===== src/hdl/sensor_angle_frame_checker_top_macros.svh =====
// Assertion macros shared by the sensor angle frame checker RTL.
`ifndef SENSOR_ANGLE_FRAME_CHECKER_TOP_MACROS_SVH
`define SENSOR_ANGLE_FRAME_CHECKER_TOP_MACROS_SVH

`ifndef ASSERT_OFF

// same-cycle implication
`define ASSERT_IMPLY(label, clk, rst_n, ante, cons) \
    label: assert property (@(posedge clk) disable iff (!rst_n) (ante) |-> (cons)) \
        else $error("assertion failed: implication");

// next-cycle implication
`define ASSERT_NEXT(label, clk, rst_n, ante, cons) \
    label: assert property (@(posedge clk) disable iff (!rst_n) (ante) |=> (cons)) \
        else $error("assertion failed: next-cycle implication");

`else

`define ASSERT_IMPLY(label, clk, rst_n, ante, cons)
`define ASSERT_NEXT(label, clk, rst_n, ante, cons)

`endif

`endif


===== src/hdl/safc_pkg.sv =====
package safc_pkg;

    localparam int FRAME_BYTES = 17;
    localparam int COUNT_W     = $clog2(FRAME_BYTES + 1);

    localparam logic [COUNT_W-1:0] FRAME_LEN    = COUNT_W'(FRAME_BYTES);
    localparam logic [COUNT_W-1:0] POS_CMD      = COUNT_W'(1);
    localparam logic [COUNT_W-1:0] ANGLE_FIRST  = COUNT_W'(3);
    localparam logic [COUNT_W-1:0] ANGLE_LAST   = COUNT_W'(14);
    localparam logic [COUNT_W-1:0] POS_ERROR    = COUNT_W'(FRAME_BYTES - 2);
    localparam logic [COUNT_W-1:0] POS_CHECKSUM = COUNT_W'(FRAME_BYTES - 1);

    localparam logic [1:0] OP_BYTE    = 2'd0;
    localparam logic [1:0] OP_POLL    = 2'd1;
    localparam logic [1:0] OP_DISCARD = 2'd2;

    localparam logic [1:0] ST_OK   = 2'd0;
    localparam logic [1:0] ST_SUM  = 2'd1;
    localparam logic [1:0] ST_CMD  = 2'd2;
    localparam logic [1:0] ST_NONE = 2'd3;

    localparam logic [7:0] CMD_RESET = 8'h04;

    // -1000.0 and -2000.0 as single precision
    localparam logic [31:0] SENTINEL_BAD  = 32'hC47A_0000;
    localparam logic [31:0] SENTINEL_NONE = 32'hC4FA_0000;

    typedef logic [31:0] angle_word_t;

    typedef struct packed {
        logic [COUNT_W-1:0] count;
        logic               complete;
        logic [7:0]         sum;
        logic [7:0]         command;
        logic [7:0]         error;
        logic [7:0]         checksum;
        angle_word_t        angle_x;
        angle_word_t        angle_y;
        angle_word_t        angle_z;
    } frame_t;

endpackage


===== src/hdl/safc_frame_capture.sv =====
module safc_frame_capture
    import safc_pkg::*;
(
    input  logic       clk,
    input  logic       rst_n,
    input  logic       take,
    input  logic [7:0] data,
    input  logic       clear,
    output frame_t     frame
);

    logic [COUNT_W-1:0] count_reg, count_next;
    logic [7:0]         sum_reg, sum_next;
    logic [7:0]         command_reg;
    logic [7:0]         error_reg;
    logic [7:0]         checksum_reg;
    angle_word_t        angle_reg [3];

    logic               live;
    logic [COUNT_W-1:0] angle_off;
    logic [1:0]         angle_sel;
    logic [4:0]         lane_base;
    logic               angle_we;

    assign live      = take && (count_reg < FRAME_LEN);
    assign angle_off = count_reg - ANGLE_FIRST;
    assign angle_sel = angle_off[3:2];
    assign lane_base = {angle_off[1:0], 3'b000};
    assign angle_we  = live && (count_reg >= ANGLE_FIRST) && (count_reg <= ANGLE_LAST);

    always_comb
    begin
        count_next = count_reg;
        sum_next   = sum_reg;
        if (clear)
        begin
            count_next = '0;
            sum_next   = '0;
        end
        else if (live)
        begin
            count_next = count_reg + COUNT_W'(1);
            if ((count_reg >= POS_CMD) && (count_reg <= POS_ERROR))
            begin
                sum_next = sum_reg + data;
            end
        end
    end

    always_ff @(posedge clk or negedge rst_n)
    begin
        if (!rst_n)
        begin
            count_reg    <= '0;
            sum_reg      <= '0;
            command_reg  <= '0;
            error_reg    <= '0;
            checksum_reg <= '0;
        end
        else
        begin
            count_reg <= count_next;
            sum_reg   <= sum_next;
            if (live && (count_reg == POS_CMD))
            begin
                command_reg <= data;
            end
            if (live && (count_reg == POS_ERROR))
            begin
                error_reg <= data;
            end
            if (live && (count_reg == POS_CHECKSUM))
            begin
                checksum_reg <= data;
            end
        end
    end

    // little-endian byte lanes of the three angle words
    always_ff @(posedge clk)
    begin
        if (angle_we)
        begin
            angle_reg[angle_sel][lane_base +: 8] <= data;
        end
    end

    assign frame.count    = count_reg;
    assign frame.complete = (count_reg == FRAME_LEN);
    assign frame.sum      = sum_reg;
    assign frame.command  = command_reg;
    assign frame.error    = error_reg;
    assign frame.checksum = checksum_reg;
    assign frame.angle_x  = angle_reg[0];
    assign frame.angle_y  = angle_reg[1];
    assign frame.angle_z  = angle_reg[2];

endmodule


===== src/hdl/sensor_angle_frame_checker_top.sv =====
// Sensor angle frame checker.
// Input channel (in_valid / in_stall): one transaction per operation: a received
// byte, a poll, or a discard of the partial frame. Bytes build a 17-byte frame.
// Output channel (out_valid / out_stall): one transaction per poll only, with the
// three raw angle words (or sentinels), status, sensor error and angles_valid.
// Config channel (cfg_valid / cfg_ready / cfg_data): expected command byte,
// always ready; write it only while the block is idle.
// Poll path: a poll transaction waits in the input register until the result
// register is free, then loads the result register, which raises out_valid.
// Throughput: one transaction per cycle while in_stall is low, set by the
// frame update between the two registers.
// Reset: frame count and checksum clear, expected command returns to 0x04,
// no result is pending.
// When the receiver stalls, the result is held; byte and discard transactions
// keep flowing, and a second poll waits in the input register, which then
// stalls the input channel until the result register frees up.
`include "sensor_angle_frame_checker_top_macros.svh"

module sensor_angle_frame_checker_top
    import safc_pkg::*;
(
    input  logic        clk,
    input  logic        rst_n,
    input  logic        in_valid,
    output logic        in_stall,
    input  logic [1:0]  operation,
    input  logic [7:0]  rx_byte,
    output logic        out_valid,
    input  logic        out_stall,
    output logic [31:0] angle_x_bits,
    output logic [31:0] angle_y_bits,
    output logic [31:0] angle_z_bits,
    output logic [1:0]  status,
    output logic [7:0]  sensor_error,
    output logic        angles_valid,
    input  logic        cfg_valid,
    output logic        cfg_ready,
    input  logic [7:0]  cfg_data
);

    logic       s1_valid_reg, s1_valid_next;
    logic [1:0] s1_op_reg;
    logic [7:0] s1_byte_reg;
    logic [7:0] expected_command_reg;

    logic        out_valid_reg, out_valid_next;
    angle_word_t x_reg, y_reg, z_reg;
    angle_word_t x_next, y_next, z_next;
    logic [1:0]  status_reg, status_next;
    logic [7:0]  error_reg, error_next;
    logic        angles_valid_reg, angles_valid_next;

    frame_t frame;
    logic   in_accept;
    logic   out_free;
    logic   is_poll;
    logic   consume;
    logic   poll_fire;
    logic   frame_clear;
    logic   byte_take;

    assign out_free  = !out_valid_reg || !out_stall;
    assign is_poll   = (s1_op_reg == OP_POLL);
    assign consume   = s1_valid_reg && (!is_poll || out_free);
    assign poll_fire = consume && is_poll;
    assign in_stall  = s1_valid_reg && !consume;
    assign in_accept = in_valid && !in_stall;
    assign cfg_ready = 1'b1;

    assign byte_take   = consume && (s1_op_reg == OP_BYTE);
    // a poll on a complete frame consumes it, whatever the verdict
    assign frame_clear = consume && ((s1_op_reg == OP_DISCARD) || (is_poll && frame.complete));

    safc_frame_capture u_capture (
        .clk   (clk),
        .rst_n (rst_n),
        .take  (byte_take),
        .data  (s1_byte_reg),
        .clear (frame_clear),
        .frame (frame)
    );

    always_comb
    begin
        s1_valid_next = s1_valid_reg;
        if (in_accept)
        begin
            s1_valid_next = 1'b1;
        end
        else if (consume)
        begin
            s1_valid_next = 1'b0;
        end
    end

    always_comb
    begin
        out_valid_next = out_valid_reg;
        if (poll_fire)
        begin
            out_valid_next = 1'b1;
        end
        else if (out_valid_reg && !out_stall)
        begin
            out_valid_next = 1'b0;
        end
    end

    always_comb
    begin
        x_next            = SENTINEL_BAD;
        y_next            = SENTINEL_BAD;
        z_next            = SENTINEL_BAD;
        status_next       = ST_OK;
        error_next        = '0;
        angles_valid_next = 1'b0;
        if (!frame.complete)
        begin
            x_next      = SENTINEL_NONE;
            y_next      = SENTINEL_NONE;
            z_next      = SENTINEL_NONE;
            status_next = ST_NONE;
        end
        else if (frame.command != expected_command_reg)
        begin
            status_next = ST_CMD;
        end
        else if (frame.sum != frame.checksum)
        begin
            status_next = ST_SUM;
        end
        else
        begin
            x_next            = frame.angle_x;
            y_next            = frame.angle_y;
            z_next            = frame.angle_z;
            error_next        = frame.error;
            angles_valid_next = (frame.error == 8'h00);
        end
    end

    always_ff @(posedge clk or negedge rst_n)
    begin
        if (!rst_n)
        begin
            s1_valid_reg         <= 1'b0;
            out_valid_reg        <= 1'b0;
            expected_command_reg <= CMD_RESET;
        end
        else
        begin
            s1_valid_reg  <= s1_valid_next;
            out_valid_reg <= out_valid_next;
            if (cfg_valid && cfg_ready)
            begin
                expected_command_reg <= cfg_data;
            end
        end
    end

    always_ff @(posedge clk)
    begin
        if (in_accept)
        begin
            s1_op_reg   <= operation;
            s1_byte_reg <= rx_byte;
        end
        if (poll_fire)
        begin
            x_reg            <= x_next;
            y_reg            <= y_next;
            z_reg            <= z_next;
            status_reg       <= status_next;
            error_reg        <= error_next;
            angles_valid_reg <= angles_valid_next;
        end
    end

    assign out_valid    = out_valid_reg;
    assign angle_x_bits = x_reg;
    assign angle_y_bits = y_reg;
    assign angle_z_bits = z_reg;
    assign status       = status_reg;
    assign sensor_error = error_reg;
    assign angles_valid = angles_valid_reg;

    `ASSERT_IMPLY(a_valid_implies_ok, clk, rst_n, out_valid && angles_valid,
        (status == ST_OK) && (sensor_error == 8'h00))
    `ASSERT_IMPLY(a_error_only_on_ok, clk, rst_n, out_valid && (status != ST_OK),
        (sensor_error == 8'h00) && !angles_valid)
    `ASSERT_NEXT(a_poll_gives_result, clk, rst_n, poll_fire, out_valid_reg)
    `ASSERT_IMPLY(a_count_bounded, clk, rst_n, 1'b1, frame.count <= FRAME_LEN)

endmodule

===== config.mk =====
export PLATFORM = sky130hd
export DESIGN_NAME = sensor_angle_frame_checker_top
export DESIGN_NICKNAME = d
export VERILOG_FILES = /design/src/hdl/safc_pkg.sv /design/src/hdl/safc_frame_capture.sv /design/src/hdl/sensor_angle_frame_checker_top.sv
export VERILOG_INCLUDE_DIRS = /design/src /design/src/hdl
export SDC_FILE = /design/constraint.sdc
export NUM_CORES = 1
export LEC_CHECK = 0
export BUFFER_PORTS_ARGS = -buffer_cell sky130_fd_sc_hd__buf_2
export CAP_MARGIN = 20
export CORE_MARGIN = 5
export CORE_UTILIZATION = 36
export DETAILED_ROUTE_END_ITERATION = 6
export PLACE_DENSITY_LB_ADDON = 0.3
export SYNTH_ARGS = -nofsm -noshare
export SYNTH_HDL_FRONTEND = slang
export SYNTH_SLANG_ARGS = --single-unit

===== constraint.sdc =====
create_clock -name clk -period 7.95 [get_ports clk]
set_input_delay 0.3975 -clock clk [delete_from_list [all_inputs] [get_ports clk]]
set_output_delay 0.3975 -clock clk [all_outputs]
set_load 0.02 [all_outputs]

-- After elaboration in Yosys (flattened, before gate mapping)
Memory sizes are Yosys's and may differ from the RTL's.
Index checks and enable logic that the tools add are counted.
- bits in latches: 0
- memory bits (read-only): 0
- input port bits: 23
- output and inout bits: 110
- bits in writable memories: 96
- memories kept: 1
- register bits: 164
- logic and storage cells: 92
- equal/unequal tests: 8
- mux-type cells: 19
- $lt $le $gt $ge: 5
- reduce and logical (&&, ||, !) cells: 32
- shift-type cells: 2
- multiply operators: 0
- divide/modulo/power cells: 0
- bitwise operators: 1
- add/sub/neg operators: 4
- memory list (name ; words ; width ; rd ports ; clocked after memory_dff ; wr ports ; RTL line ; RTL):
    u_capture.angle_reg ; 3 ; 32 ; 3 ; 0 ; 1 ; safc_frame_capture.sv:17 ; angle_word_t angle_reg [3];
- operators by type and width (kind ; count):
    two-way mux 24 bit ; 6
    two-way mux 32 bit ; 1
    variable shift 8 x 7 -> 32 bit, first input constant ; 1
    indexed part select 8 x 7 -> 32 bit ; 1
    two-way mux 8 bit ; 3
    != test 8 bit ; 2
    logical AND 1 bit ; 15
    == test 5 bit, second input constant ; 2
    <= comparator 5 x 4 -> 1 bit, second input constant ; 2
    two-way mux 5 bit ; 2
    adder 8 bit ; 1
    logical NOT 8 bit ; 1
    nonzero test 2 bit ; 4
    two-way mux 1 bit ; 7
    negation 5 -> 7 bit ; 1
    adder 5 x 1 -> 5 bit, second input constant ; 1
    == test 5 x 1 -> 1 bit, second input constant ; 1
    == test 5 x 4 -> 1 bit, second input constant ; 1
    greater-or-equal comparator 5 x 1 -> 1 bit, second input constant ; 1
    greater-or-equal comparator 5 x 2 -> 1 bit, second input constant ; 1
    logical NOT 1 bit ; 5
    less-than comparator 5 bit, second input constant ; 1
    subtractor 4 x 2 -> 4 bit, second input constant ; 1
    logical OR 1 bit ; 3
    other kinds (7) ; 7

-- Logic depth before layout (Yosys ltp)
- word-level depth: 10
- gate-level depth with buffers: 8

-- Modules after synthesis
Synthesis repeated with hierarchy kept, for this count alone.
- cell total of the unflattened synthesis: 715
- area, all modules: 10575.1 um2
- by module, submodules not included (module ; area an instance (um2) ; cells each ; instances ; seq. area each (um2)):
    sensor_angle_frame_checker_top ; 5363.9 ; 384 ; 1 ; 3764.9
    safc_frame_capture ; 5211.2 ; 331 ; 1 ; 3808.7

-- Worst setup path after synthesis
No wires, ideal clock.
- path kind: register to register
- start point: reg s1_op_reg[1]
- end point: reg x_reg[0], in the netlist angle_x_bits[0] (enable)
- data arrival time: 5.775 ns
- buffers on the path: 0
- setup time: 0.608 ns
- data required time: 7.342 ns
- path slack: 1.567 ns
- cell stages (with the launch flop): 3
- period minus slack after synthesis: 6.383 ns
- cells stage by stage: edfxtp_1 nand3b_1 a21oi_1
- cells in the longest elaborated chain, start to end: 5
- ends and longest elaborated chain (what ; RTL line ; RTL):
    start, declared ; sensor_angle_frame_checker_top.sv:42 ; logic [1:0] s1_op_reg;
    start signal, assigned ; sensor_angle_frame_checker_top.sv:165 ; s1_op_reg <= operation;
    == test 2 x 1 -> 1 bit * ; sensor_angle_frame_checker_top.sv:63 ; assign is_poll = (s1_op_reg == OP_POLL);
    logical NOT 1 bit ; sensor_angle_frame_checker_top.sv:64 ; assign consume = s1_valid_reg && (!is_poll || out_free);
    logical OR 1 bit ; sensor_angle_frame_checker_top.sv:64 ;
    logical AND 1 bit ; sensor_angle_frame_checker_top.sv:64 ;
    logical AND 1 bit * ; sensor_angle_frame_checker_top.sv:65 ; assign poll_fire = consume && is_poll;
    end signal, assigned ; sensor_angle_frame_checker_top.sv:170 ; x_reg <= x_next;
    end, declared ; sensor_angle_frame_checker_top.sv:47 ; angle_word_t x_reg, y_reg, z_reg;
Every way passes the cells marked *; elsewhere a longest branch is shown, timed or not.
A chain may end at the register's enable or synchronous reset.

-- Worst setup path after layout
- start point: reg u_capture.count_reg[1]
- end point: reg angles_valid_reg, in the netlist angles_valid, data pin
- cells in the longest elaborated chain, start to end: 3
- ends and longest elaborated chain (what ; RTL line ; RTL):
    start, declared ; safc_frame_capture.sv:12 ; logic [COUNT_W-1:0] count_reg, count_next;
    start signal, assigned ; safc_frame_capture.sv:62 ; count_reg <= count_next;
    == test 5 bit ; safc_frame_capture.sv:89 ; assign frame.complete = (count_reg == FRAME_LEN);
    inverter 1 bit (no source line) ; -- ;
    OR reduction 3 bit (no source line) ; -- ;
    end signal, assigned ; sensor_angle_frame_checker_top.sv:175 ; angles_valid_reg <= angles_valid_next;
    end, declared ; sensor_angle_frame_checker_top.sv:51 ; logic angles_valid_reg, angles_valid_next;
No other way between the ends.

==> flow_metrics.py <==
metrics = {
    "global_route": {
        "grt.total_usage_pct": 12.6,
        "grt_overflow": 0,
        "antenna_found_initial": 0,
        "grt_pass1_vias": 5504,
        "grt_max_degree": 81,
        "grt_pass1_wl_mm": 30.8,
    },
    "yosys": {
        "synth_area_um2": 10000,
        "synth_edf_count": 213,
        "syn_nets": 661,
        "yosysSeqAreaShare_pct": 75.7,
        "synthesis.instances": 623,
        "synth-simple-area-share_pct": 12.2,
        "synth_fa_ha_area_share_pct": 1.95,
        "synth_area_leaders": "edfxtp_1 64%, dfrtp_1 12%, and2_1 5.5%, mux2_2 3.3%, ha_1 1.8%",
        "yosysTopAreaCellShare_pct": 64.0,
        "synth_seq_cells": 260,
        "yosysTopAreaCell": "edfxtp_1",
        "ys_types": 51,
        "postSynthAreaPerCell_um2": 16.1,
        "synthArstFlopShare_pct": 18.1,
        "synthMuxAreaShare_pct": 3.47,
        "yosysWarningCount": 0,
        "synth-compound-area-share_pct": 3.02,
        "ys.flop_type": "edfxtp_1",
        "synth-xor-area-share_pct": 2.10,
        "synth_top_family_by_area": "simple AND/OR/NAND/NOR gates",
    },
    "critical_path": {
        "required_ns": 8.34,
        "reg2regPathDepth": 7,
        "crit_fanout": 78,
        "worstSetupPathType": "reg2reg",
        "start_kind": "flop",
        "arrival_ns": 3.43,
        "endpoint_kind": "flop",
    },
    "final_layout": {
        "final.fill_count": 2510,
        "drive_above_1_share_pct": 28.2,
        "multi_input_area_um2": 2300,
        "largest_reg_flops": 96,
        "ff_latch_area_um2": 7570,
        "antenna_cells": 0,
        "finalNetCount": 809,
        "area_growth_pct": 20.1,
        "finalInstanceArea_um2": 12000,
    },
    "outcome": {
        "status": "finished, final reports clean",
    },
    "power_and_ir_drop": {
        "p_leak_nw": 4.51,
        "power_mw": 3.37,
        "power_density_nw_per_um2": 280,
        "ir_worst_vdd_mv": 0.178,
    },
    "die": {
        "die_h_um": 177,
        "die-area_um2": 31200,
        "coreArea_um2": 27600,
        "rows": 61,
        "boundaryPins": 133,
        "start_util_pct": 36.2,
        "die_x_um": 177,
    },
    "hold_path": {
        "hp-class": "in2reg",
        "min_path_cells": 1,
    },
    "cts": {
        "path_clk_slew_ns": 0.06,
        "htreeDepth": 1,
        "postCtsResizedCells": 0,
        "cts_max_path_buffers": 3,
        "cts_buffers": 28,
        "clock_latency_ns": 0.52,
        "root_buffer": "clkbuf_16",
        "clock_sinks": 260,
        "cts_tree": "yes",
    },
    "routing": {
        "post_drt_wl_per_cell_um": 16.8,
        "drtAntennaViolNets": 0,
        "drc": 0,
        "drt_iter0_markers": 284,
        "num_vias": 5297,
        "drt_wl_total_mm": 19.7,
        "viasPerCell": 4.53,
        "firstDrtPassIters": 5,
    },
    "sta": {
        "hold_viol_final": 0,
        "rsz0062_at_grt": "no",
        "fmax_mhz": 328,
        "finalSetupViolations": 0,
        "clock_skew_ns": 0.0148,
        "setup_tns_ns": 0,
        "tightest_slew_ns": 1.00,
        "timing.final.crit_share_pct": 38.3,
        "maxSlewHeadroom_pct": 32.9,
        "fin_crit_ns": 3.04,
        "report.final.slew_viol_count": 0,
        "finalWorstSetupSlack_ns": 4.91,
    },
    "placed_design": {
        "portBuffers": 131,
        "pre_cts_ws_ns": 4.91,
        "post-dp-hpwl_mm": 13.7,
        "gp_congestion": 0.799,
        "dpl_cell_area_um2": 11100,
    },
    "run": {
        "maxCapViolations": 0,
    },
}
## critical path, cell delays in order, from the launching register on
cell and delay (ns):
dfrtp_1 0.46, inv_1 0.15, ha_1 0.27, and4bb_2 0.30
nand3_1 0.61, nor2_4 0.34, buf_4 0.50, and3_1 0.24
## final cells by class
| type | count | share of cell area [%] |
|---|---|---|
| Multi-Input combinational cell | 329 | 19.2 |
| Sequential cell | 260 | 63.0 |
| Clock buffer | 35 | 6.23 |
| Tap cell | 378 | 3.94 |
| Clock inverter | 15 | 1.15 |
| Timing Repair Buffer | 139 | 6.08 |
| Inverter | 13 | 0.406 |
## through the flow
step | util, % | instances | hold slack, ns
after floorplan | - | 623 | 0.102
after global placement | 40.1 | 1116 | 0.484
after detailed placement | 40.2 | 1117 | 0.490
after CTS | 43.4 | 1167 | 0.0228
after global routing | 43.5 | 1169 | 0.00860
final | 43.5 | 1169 | 0.0465
## Yosys cell counts (6+ instances only)
master / instances
a21o_1: 7
a21oi_1: 6
and2_1: 88
clkbuf_1: 14
dfrtp_1: 46
edfxtp_1: 213
ha_1: 14
inv_1: 13
mux2_2: 29
nand2_1: 21
nand3_1: 6
nor2_1: 40
nor4_1: 11
o21ai_0: 7
or3_1: 26
xnor2_1: 6
xor2_1: 18
## path summary, 6_finish.rpt
path | startpoint | to | slack (ns)
min in group asynchronous | rst_n | u_capture.command_reg[2]$_DFFE_PN0P_ | 0.27
hold reg to reg | u_capture.sum_reg[7]$_DFFE_PN0P_ | u_capture.sum_reg[7]$_DFFE_PN0P_ | 0.49
hold / removal | rx_byte[0] | s1_byte_reg[0]$_DFFE_PP_ | 0.05
setup reg to reg | u_capture.count_reg[1]$_DFFE_PN0P_ | angles_valid$_SDFFCE_PP0P_ | 4.91
setup / recovery | u_capture.count_reg[1]$_DFFE_PN0P_ | angles_valid$_SDFFCE_PP0P_ | 4.91
max in group asynchronous | rst_n | u_capture.error_reg[4]$_DFFE_PN0P_ | 7.20
## cell families after synthesis
logic type	count (synthesis)
flops	260
buf+inv	34
simple gates	217
fa+ha+maj	15
other cells	1
xor+xnor	24
mux	31
compound gates	41
## per-layer routing
metal / GRT usage [%] / vias up / part of all wire (%)
met5: 0 / - / 0
met4: 3.09 / 0 / 1.6
met3: 2.44 / 23 / 6.4
met2: 20.8 / 140 / 49
met1: 17.3 / 2572 / 43
li1: - / 2562 / -
## layout by cell type, fill, tap and decap left out, types with 3 or more instances in the layout
cell	count
edfxtp_1	213
buf_2	131
and2_1	88
dfrtp_1	46
nor2_1	39
mux2_2	29
clkbuf_16	29
or3_1	26
nand2_1	21
xor2_1	18
ha_1	14
inv_1	13
nor4_1	10
o21ai_0	7
a21o_1	7
nand3_1	6
xnor2_1	6
clkbuf_1	6
buf_4	6
nor3_1	5
a21oi_1	5
a22o_1	5
clkinv_2	5
a211oi_1	4
nand2b_1	3
clkinv_1	3
## where the power goes
part           switching [mW]  internal, mW
registers              0.0726          1.59
logic                   0.303         0.173
clock network           0.497         0.732
total                   0.873          2.50
## what timing repair did
item | in CTS | in global routing
hold endpoints to repair | 0 | 8
hold buffers | 0 | 1
buffers inserted | 0 | 0
Note: power is estimated with default switching activity, not from simulation.
